File: src/asc_pkg.sv
// Shared types, constants and helper functions of the Ascon-128 AEAD engine.
// No dependencies; imported by every other file of the block.
package asc_pkg;

	localparam int unsigned WORD_W = 64;
	localparam int unsigned ADDR_W = 5;
	localparam int unsigned NB_W = 4;
	localparam int unsigned RND_W = 4;

	typedef logic [WORD_W-1:0] word_t;
	typedef word_t [4:0] sponge_t;
	typedef logic [NB_W-1:0] nbytes_t;
	typedef logic [RND_W-1:0] rnd_t;

	localparam word_t IV_128 = 64'h80400c0600000000;
	localparam word_t PAD_TOP = 64'h8000000000000000;
	localparam nbytes_t FULL_BYTES = 4'd8;
	localparam rnd_t RND_FIRST_12 = 4'd0;
	localparam rnd_t RND_FIRST_6 = 4'd6;
	localparam rnd_t RND_LAST = 4'd11;

	typedef enum logic [1:0] {
		ACT_START = 2'd0,
		ACT_AD    = 2'd1,
		ACT_TEXT  = 2'd2,
		ACT_FINAL = 2'd3
	} action_t;

	typedef enum logic [1:0] {
		PH_IDLE = 2'd0,
		PH_INIT = 2'd1,
		PH_AD   = 2'd2,
		PH_TEXT = 2'd3
	} phase_t;

	typedef enum logic [1:0] {
		REG_KEY_HIGH = 2'd0,
		REG_KEY_LOW  = 2'd1,
		REG_DECRYPT  = 2'd2,
		REG_NONE     = 2'd3
	} reg_idx_t;

	typedef struct packed {
		word_t key_high;
		word_t key_low;
		logic  decrypt;
	} cfg_t;

	function automatic word_t rotr(word_t x, int unsigned n);
		return (x >> n) | (x << (WORD_W - n));
	endfunction

	function automatic word_t round_const(rnd_t r);
		return {56'd0, 4'(4'hF - r), r};
	endfunction

	// top n bytes set, n in 0..8
	function automatic word_t top_mask(nbytes_t n);
		return ~({WORD_W{1'b1}} >> {n, 3'b000});
	endfunction

	// padding bit after the top n bytes, zero for a full block
	function automatic word_t pad_bit(nbytes_t n);
		return PAD_TOP >> {n, 3'b000};
	endfunction

endpackage

File: src/asc_round.sv
// One round of the Ascon permutation: constant addition, S-box layer, linear layer.
// Depends on asc_pkg.
module asc_round
	import asc_pkg::*;
(
	input  sponge_t s,
	input  rnd_t    rnd,
	output sponge_t result
);

	sponge_t x;
	sponge_t t;

	always_comb begin
		x = s;
		x[2] = x[2] ^ round_const(rnd);
		x[0] = x[0] ^ x[4];
		x[4] = x[4] ^ x[3];
		x[2] = x[2] ^ x[1];
		t[0] = x[0] ^ (~x[1] & x[2]);
		t[1] = x[1] ^ (~x[2] & x[3]);
		t[2] = x[2] ^ (~x[3] & x[4]);
		t[3] = x[3] ^ (~x[4] & x[0]);
		t[4] = x[4] ^ (~x[0] & x[1]);
		t[1] = t[1] ^ t[0];
		t[0] = t[0] ^ t[4];
		t[3] = t[3] ^ t[2];
		t[2] = ~t[2];
		result[0] = t[0] ^ rotr(t[0], 19) ^ rotr(t[0], 28);
		result[1] = t[1] ^ rotr(t[1], 61) ^ rotr(t[1], 39);
		result[2] = t[2] ^ rotr(t[2], 1) ^ rotr(t[2], 6);
		result[3] = t[3] ^ rotr(t[3], 10) ^ rotr(t[3], 17);
		result[4] = t[4] ^ rotr(t[4], 7) ^ rotr(t[4], 41);
	end

endmodule

File: src/asc_cfg.sv
// APB register bank: key halves and decrypt mode, 64-bit registers at 8-byte steps.
// Depends on asc_pkg.
module asc_cfg
	import asc_pkg::*;
(
	input  logic              clk,
	input  logic              arst_n,
	input  logic              psel,
	input  logic              penable,
	input  logic              pwrite,
	input  logic [ADDR_W-1:0] paddr,
	input  word_t             pwdata,
	output word_t             prdata,
	output cfg_t              cfg
);

	reg_idx_t idx;
	logic     wr_en;
	cfg_t     cfg_q;

	assign idx = reg_idx_t'(paddr[ADDR_W-1:3]);
	assign wr_en = psel && penable && pwrite;

	always_ff @(posedge clk or negedge arst_n) begin
		if (!arst_n) begin
			cfg_q <= '0;
		end else if (wr_en) begin
			unique case (idx)
				REG_KEY_HIGH: cfg_q.key_high <= pwdata;
				REG_KEY_LOW:  cfg_q.key_low <= pwdata;
				REG_DECRYPT:  cfg_q.decrypt <= pwdata[0];
				default: ;
			endcase
		end
	end

	always_comb begin
		unique case (idx)
			REG_KEY_HIGH: prdata = cfg_q.key_high;
			REG_KEY_LOW:  prdata = cfg_q.key_low;
			REG_DECRYPT:  prdata = {{(WORD_W-1){1'b0}}, cfg_q.decrypt};
			default:      prdata = '0;
		endcase
	end

	assign cfg = cfg_q;

endmodule

File: src/ascon128_aead_engine.sv
// Ascon-128 AEAD engine top level: sequencer, sponge state, output register.
// Depends on asc_pkg, asc_round and asc_cfg.
//
// One item is taken at a time; in_stall stays high until the item is done. A single
// round unit runs one permutation round per cycle. Full and short last associated-data
// blocks pass decode, 6 rounds and update; a full text block decode, 6 rounds, update
// and result; a short last text block decode and result; a start item decode, all rounds
// and update; a finalize decode, all rounds, update and result. A dropped item or an
// empty associated data passes decode only. Closing a pending associated-data padding
// adds decode, 6 rounds and update to the first text or finalize item, and closing an
// empty associated data adds a decode. The result step lasts until the output register
// is free. A result waits in the output register while the next item is taken.
module ascon128_aead_engine
	import asc_pkg::*;
(
	input  logic              clk,
	input  logic              arst_n,
	input  logic              in_valid,
	output logic              in_stall,
	input  logic [1:0]        action,
	input  word_t             data_word,
	input  word_t             second_word,
	input  nbytes_t           valid_bytes,
	output logic              out_valid,
	input  logic              out_stall,
	output word_t             out_word,
	output word_t             tag_high,
	output word_t             tag_low,
	output logic              tag_match,
	output logic              is_tag,
	input  logic              psel,
	input  logic              penable,
	input  logic              pwrite,
	input  logic [ADDR_W-1:0] paddr,
	input  word_t             pwdata,
	output word_t             prdata,
	output logic              pready
);

	typedef enum logic [4:0] {
		ST_IDLE   = 5'b00001,
		ST_DECODE = 5'b00010,
		ST_PERM   = 5'b00100,
		ST_POST   = 5'b01000,
		ST_EMIT   = 5'b10000
	} state_t;

	typedef enum logic [2:0] {
		POST_START  = 3'd0,
		POST_NONE   = 3'd1,
		POST_DOMSEP = 3'd2,
		POST_REDO   = 3'd3,
		POST_TEXT   = 3'd4,
		POST_FINAL  = 3'd5
	} post_t;

	cfg_t    cfg;
	state_t  st_q, st_d;
	post_t   post_q, post_d;
	phase_t  phase_q, phase_d;
	logic    closed_q, closed_d;
	rnd_t    rnd_q, rnd_d;
	sponge_t s_q, s_d;
	sponge_t round_s;
	word_t   res_q, res_d;

	action_t act_q;
	word_t   data_q;
	word_t   second_q;
	nbytes_t nb_q;

	logic    in_acc;
	logic    out_free;
	word_t   mask;
	word_t   pad;
	word_t   ct;
	word_t   text_w;
	word_t   text_res;

	logic    out_valid_q;
	word_t   out_word_q;
	word_t   tag_high_q;
	word_t   tag_low_q;
	logic    tag_match_q;
	logic    is_tag_q;

	asc_cfg u_cfg (
		.clk     (clk),
		.arst_n  (arst_n),
		.psel    (psel),
		.penable (penable),
		.pwrite  (pwrite),
		.paddr   (paddr),
		.pwdata  (pwdata),
		.prdata  (prdata),
		.cfg     (cfg)
	);

	asc_round u_round (
		.s      (s_q),
		.rnd    (rnd_q),
		.result (round_s)
	);

	assign pready = 1'b1;
	assign in_stall = (st_q != ST_IDLE);
	assign in_acc = in_valid && !in_stall;
	assign out_free = !out_valid_q || !out_stall;

	assign mask = top_mask(nb_q);
	assign pad = pad_bit(nb_q);
	assign ct = data_q & mask;
	assign text_w = cfg.decrypt ? ((s_q[0] & ~mask) | ct) : (s_q[0] ^ ct);
	assign text_res = cfg.decrypt ? ((s_q[0] ^ ct) & mask) : ((s_q[0] ^ ct) & mask);

	always_ff @(posedge clk) begin
		if (in_acc) begin
			act_q <= action_t'(action);
			data_q <= data_word;
			second_q <= second_word;
			nb_q <= (valid_bytes > FULL_BYTES) ? FULL_BYTES : valid_bytes;
		end
	end

	always_comb begin
		st_d = st_q;
		post_d = post_q;
		phase_d = phase_q;
		closed_d = closed_q;
		rnd_d = rnd_q;
		s_d = s_q;
		res_d = res_q;
		unique case (st_q)
			ST_IDLE: begin
				if (in_acc) st_d = ST_DECODE;
			end
			ST_DECODE: begin
				priority if (act_q == ACT_START) begin
					s_d[0] = IV_128;
					s_d[1] = cfg.key_high;
					s_d[2] = cfg.key_low;
					s_d[3] = data_q;
					s_d[4] = second_q;
					rnd_d = RND_FIRST_12;
					post_d = POST_START;
					st_d = ST_PERM;
				end else if (phase_q == PH_IDLE) begin
					st_d = ST_IDLE;
				end else if (act_q == ACT_AD) begin
					priority if (phase_q == PH_TEXT) begin
						st_d = ST_IDLE;
					end else if (nb_q == FULL_BYTES) begin
						s_d[0] = s_q[0] ^ data_q;
						phase_d = PH_AD;
						rnd_d = RND_FIRST_6;
						post_d = POST_NONE;
						st_d = ST_PERM;
					end else if (nb_q == '0 && phase_q == PH_INIT) begin
						s_d[4] = s_q[4] ^ 64'd1;
						phase_d = PH_TEXT;
						closed_d = 1'b0;
						st_d = ST_IDLE;
					end else begin
						s_d[0] = s_q[0] ^ ct ^ pad;
						rnd_d = RND_FIRST_6;
						post_d = POST_DOMSEP;
						st_d = ST_PERM;
					end
				end else if (phase_q == PH_AD) begin
					s_d[0] = s_q[0] ^ PAD_TOP;
					rnd_d = RND_FIRST_6;
					post_d = POST_REDO;
					st_d = ST_PERM;
				end else if (phase_q == PH_INIT) begin
					s_d[4] = s_q[4] ^ 64'd1;
					phase_d = PH_TEXT;
					closed_d = 1'b0;
				end else if (act_q == ACT_TEXT) begin
					if (closed_q) begin
						st_d = ST_IDLE;
					end else begin
						res_d = text_res;
						post_d = POST_TEXT;
						if (nb_q == FULL_BYTES) begin
							s_d[0] = text_w;
							rnd_d = RND_FIRST_6;
							st_d = ST_PERM;
						end else begin
							s_d[0] = text_w ^ pad;
							closed_d = 1'b1;
							st_d = ST_EMIT;
						end
					end
				end else begin
					s_d[0] = closed_q ? s_q[0] : (s_q[0] ^ PAD_TOP);
					s_d[1] = s_q[1] ^ cfg.key_high;
					s_d[2] = s_q[2] ^ cfg.key_low;
					rnd_d = RND_FIRST_12;
					post_d = POST_FINAL;
					st_d = ST_PERM;
				end
			end
			ST_PERM: begin
				s_d = round_s;
				rnd_d = rnd_q + 4'd1;
				if (rnd_q == RND_LAST) st_d = ST_POST;
			end
			ST_POST: begin
				unique case (post_q)
					POST_START: begin
						s_d[3] = s_q[3] ^ cfg.key_high;
						s_d[4] = s_q[4] ^ cfg.key_low;
						phase_d = PH_INIT;
						closed_d = 1'b0;
						st_d = ST_IDLE;
					end
					POST_NONE: st_d = ST_IDLE;
					POST_DOMSEP: begin
						s_d[4] = s_q[4] ^ 64'd1;
						phase_d = PH_TEXT;
						closed_d = 1'b0;
						st_d = ST_IDLE;
					end
					POST_REDO: begin
						s_d[4] = s_q[4] ^ 64'd1;
						phase_d = PH_TEXT;
						closed_d = 1'b0;
						st_d = ST_DECODE;
					end
					POST_TEXT: st_d = ST_EMIT;
					POST_FINAL: begin
						s_d[3] = s_q[3] ^ cfg.key_high;
						s_d[4] = s_q[4] ^ cfg.key_low;
						phase_d = PH_IDLE;
						closed_d = 1'b0;
						st_d = ST_EMIT;
					end
					default: st_d = ST_IDLE;
				endcase
			end
			ST_EMIT: begin
				if (out_free) st_d = ST_IDLE;
			end
			default: st_d = ST_IDLE;
		endcase
	end

	always_ff @(posedge clk or negedge arst_n) begin
		if (!arst_n) begin
			st_q <= ST_IDLE;
			post_q <= POST_NONE;
			phase_q <= PH_IDLE;
			closed_q <= 1'b0;
			rnd_q <= '0;
			s_q <= '0;
		end else begin
			st_q <= st_d;
			post_q <= post_d;
			phase_q <= phase_d;
			closed_q <= closed_d;
			rnd_q <= rnd_d;
			s_q <= s_d;
		end
	end

	always_ff @(posedge clk) begin
		res_q <= res_d;
	end

	always_ff @(posedge clk or negedge arst_n) begin
		if (!arst_n) begin
			out_valid_q <= 1'b0;
		end else if (st_q == ST_EMIT && out_free) begin
			out_valid_q <= 1'b1;
		end else if (!out_stall) begin
			out_valid_q <= 1'b0;
		end
	end

	always_ff @(posedge clk) begin
		if (st_q == ST_EMIT && out_free) begin
			if (post_q == POST_FINAL) begin
				out_word_q <= '0;
				tag_high_q <= s_q[3];
				tag_low_q <= s_q[4];
				tag_match_q <= cfg.decrypt && (s_q[3] == data_q) && (s_q[4] == second_q);
				is_tag_q <= 1'b1;
			end else begin
				out_word_q <= res_q;
				tag_high_q <= '0;
				tag_low_q <= '0;
				tag_match_q <= 1'b0;
				is_tag_q <= 1'b0;
			end
		end
	end

	assign out_valid = out_valid_q;
	assign out_word = out_word_q;
	assign tag_high = tag_high_q;
	assign tag_low = tag_low_q;
	assign tag_match = tag_match_q;
	assign is_tag = is_tag_q;

	a_closed_needs_text: assert property (@(posedge clk) disable iff (!arst_n)
		closed_q |-> phase_q == PH_TEXT)
		else $error("text closed outside the text phase");

	a_round_in_range: assert property (@(posedge clk) disable iff (!arst_n)
		st_q == ST_PERM |-> rnd_q <= RND_LAST)
		else $error("round index beyond the last round");

	a_emit_loads: assert property (@(posedge clk) disable iff (!arst_n)
		st_q == ST_EMIT && out_free |=> out_valid_q && st_q == ST_IDLE)
		else $error("result not loaded into the output register");

	a_tag_fields: assert property (@(posedge clk) disable iff (!arst_n)
		out_valid_q && is_tag_q |-> out_word_q == '0)
		else $error("finalize result carries text bytes");

	a_text_fields: assert property (@(posedge clk) disable iff (!arst_n)
		out_valid_q && !is_tag_q |-> tag_high_q == '0 && tag_low_q == '0 && !tag_match_q)
		else $error("text result carries tag fields");

endmodule
File: config.mk
export PLATFORM = sky130hd
export DESIGN_NAME = ascon128_aead_engine
export DESIGN_NICKNAME = d
export VERILOG_FILES = /design/src/asc_pkg.sv /design/src/asc_round.sv /design/src/asc_cfg.sv /design/src/ascon128_aead_engine.sv
export SDC_FILE = /design/constraint.sdc
export NUM_CORES = 2
export LEC_CHECK = 0
export BUFFER_PORTS_ARGS = -buffer_cell sky130_fd_sc_hd__buf_2
export CORE_ASPECT_RATIO = 1.25
export CORE_MARGIN = 5
export CORE_UTILIZATION = 40
export CTS_CLUSTER_SIZE = 24
export DETAILED_ROUTE_END_ITERATION = 6
export PLACE_DENSITY_LB_ADDON = 0.15
export SKIP_CTS_REPAIR_TIMING = 1
export SLEW_MARGIN = 0
export SYNTH_ARGS = -nofsm -noshare
export SYNTH_HDL_FRONTEND = slang
export SYNTH_SLANG_ARGS = --single-unit
File: constraint.sdc
create_clock -name clk -period 31.6 [get_ports clk]
set_input_delay 1.58 -clock clk [delete_from_list [all_inputs] [get_ports clk]]
set_output_delay 1.58 -clock clk [all_outputs]
set_load 0.1 [all_outputs]
==> reports/metrics.cfg <==
[outcome]
status=complete, but fails checks
violations=max-capacitance violations, max-slew violations

[floorplan]
die_w_um=346
core-area_um2=141000
initial_utilization=0.402
dieArea_um2=149000
num_rows=154
pin_count=471
die_h_um=430

[grt]
overflow=0
grt_max_degree=148
grt_pass1_vias=46200
antenna_found_initial=16
grt_pass1_wl_mm=405
grt_use_total=0.392

[drt]
vias=49500
drt_iter0_drc=6326
drc=0
drt-pass1-iter-count=6
routedWlPerCell_um=37.8
routed_wl_mm=302
drt.antenna.violating_nets=0
routed_via_density=6.19

[worst_hold_path]
hold_path_class=reg2reg
min_from=res_q[33]$_DFFE_PP_

[clocking]
root_buffer=clkbuf_16
htreeDepth=3
cts_tree=done
path_clk_slew_ps=60
clk_latency_ps=770
cts.sinks=857
cts_made_buffers=99
clock_path_buffers=3

[synthesis]
syn_nets=6009
synth_area_leaders=edfxtp_1, dfrtp_1, xnor2_1
synth_top_cell_by_area=edfxtp_1
avgSynthCellArea_um2=9.97
synth_common_cells=xnor2_1, dfrtp_1, nor2_1, edfxtp_1, nand2_1
ys_seq_area_frac=0.414
synth-edff-count=392
synth_area_um2=56500
yosys.area.top_type_share=0.208
ys_seq_elements=857
netlist_instances=5665
synth.distinct_cells=85
synthFlopType=dfrtp_1
async_reset_ff_frac=0.543
yosysMostFrequentCell=xnor2_1
yosysWarnings=0

[sta]
max_freq_ghz=0.185
worstMarginPinSlew_ps=1550
slew-limit-headroom=-0.0381
whs_ps=527
fin_skew_ps=45.3
hold_violations=0
grt_setup_unrepaired=false
finalMaxSlewViolations=8
period_share=0.171
setup_tns_ps=0
setup_viol=0
fin_crit_ps=5400

[finish]
drive_gt1_frac=0.169
final_util=0.459
nets=6366
syn_to_final_growth_pct=14.2

[worst_setup_path]
cp_slowest_cell=buf_4
crit_required_ps=30020
cp.buffers_inverters=3
endpoint_kind=primary output
r2r-start=st_q[0]$_DFFE_PN1P_
crit_family=buffers and inverters
cp.arrival_ps=3820
cpMostUsedCell=buf_4
crit_fanout=41
path_cells=buf_4 -> buf_4 -> mux2i_1 -> nor2_1 -> buf_2
startpoint_type=primary input
worstSetupPathType=in2out
startpoint=paddr[3]
cpPeakStageDelay_ps=690

[placement]
port-buffer-count=466
place.gp.congestion=1.13
hpwl_mm=232

[run]
max_cap_violations=2

## logic make-up (layout without fill, tap and decap cells)
logic type,after synthesis,count (layout),synth area share
multiplexers,217,217,0.0414
AO/OA/AOI/OAI,1240,1240,0.149
AND/OR/NAND/NOR,1264,1264,0.105
XOR/XNOR,1331,1331,0.214
other,1,17,0.0000664
flip-flops,857,857,0.414
buffers and inverters,600,1041,0.0424
adder cells (fa/ha/maj),155,155,0.0334
## layout make-up
type,instances,area (µm²)
Fill cell,13600,76100
Antenna cell,16,40.0
Multi-Input combinational cell,4208,31000
Clock inverter,58,509
Tap cell,1872,2340
Sequential cell,857,23400
Inverter,194,728
Timing Repair Buffer,662,3860
Clock buffer,127,2680
## worst reg2reg max path, delay by kind of cell, from the launching register on
kind	cells	cell delay (ps)
AO/OA/AOI/OAI	3	870
AND/OR/NAND/NOR	2	1200
flip-flops	1	540
buffers and inverters	3	2620
## state kept, by name, indices dropped and copies added (netlist names), 2 cells and up
register,count
st_q,5
data_q,64
tag_low,64
rnd_q,4
res_q,64
out_word,64
u_cfg.cfg,129
nb_q,4
act_q,2
second_q,64
s_q,320
post_q,3
phase_q,2
tag_high,64
## metrics by stage
step,cells,setup slack [ps],instance area (µm²)
floorplan,5665,19880,56500
global placement,7793,26250,61300
global route,7978,26170,64500
detailed placement,7793,26240,61300
finish,7994,26200,64600
CTS,7978,26240,64500
## routing by layer
layer | global-route usage | routed length (µm) | vias up
li1 | - | - | 20800
met1 | 0.502 | 117000 | 24900
met2 | 0.599 | 132000 | 3017
met3 | 0.0813 | 28100 | 729
met4 | 0.261 | 25300 | 4
met5 | 0 | 23 | -
## layout by cell type, fill, tap and decap left out, types with 25 or more instances in the layout
master / instances
clkbuf_16: 101
o21ai_0: 320
a32oi_1: 93
xnor2_1: 1001
mux2_2: 135
a22oi_1: 35
inv_1: 194
a311oi_1: 58
and3_1: 141
nand3_1: 60
mux2i_1: 82
xor2_1: 277
o22a_1: 59
a21oi_1: 259
buf_2: 463
o22ai_1: 82
xnor3_1: 32
a221o_1: 36
nor3_1: 30
nor2_1: 436
nor3b_1: 50
buf_4: 195
o221ai_1: 136
nor2b_1: 70
edfxtp_1: 392
dfrtp_1: 462
nand2b_1: 25
ha_1: 134
nand2_1: 352
## worst paths after layout
kind / slack, ps / end / cells past startpoint
max: 26200 / prdata[20] / 5
min: 530 / out_word[33]$_SDFFCE_PP0P_ / 1
max reg2reg: 26250 / s_q[295]$_DFFE_PN0P_ / 8
min reg2reg: 530 / out_word[33]$_SDFFCE_PP0P_ / 1
max in group asynchronous: 27620 / s_q[24]$_DFFE_PN0P_ / 4
min in group asynchronous: 870 / u_cfg.cfg[105]$_DFFE_PN0P_ / 1
Power is not shown: default switching activity piles up to over one toggle a cycle in this logic, so the estimate is an artifact.
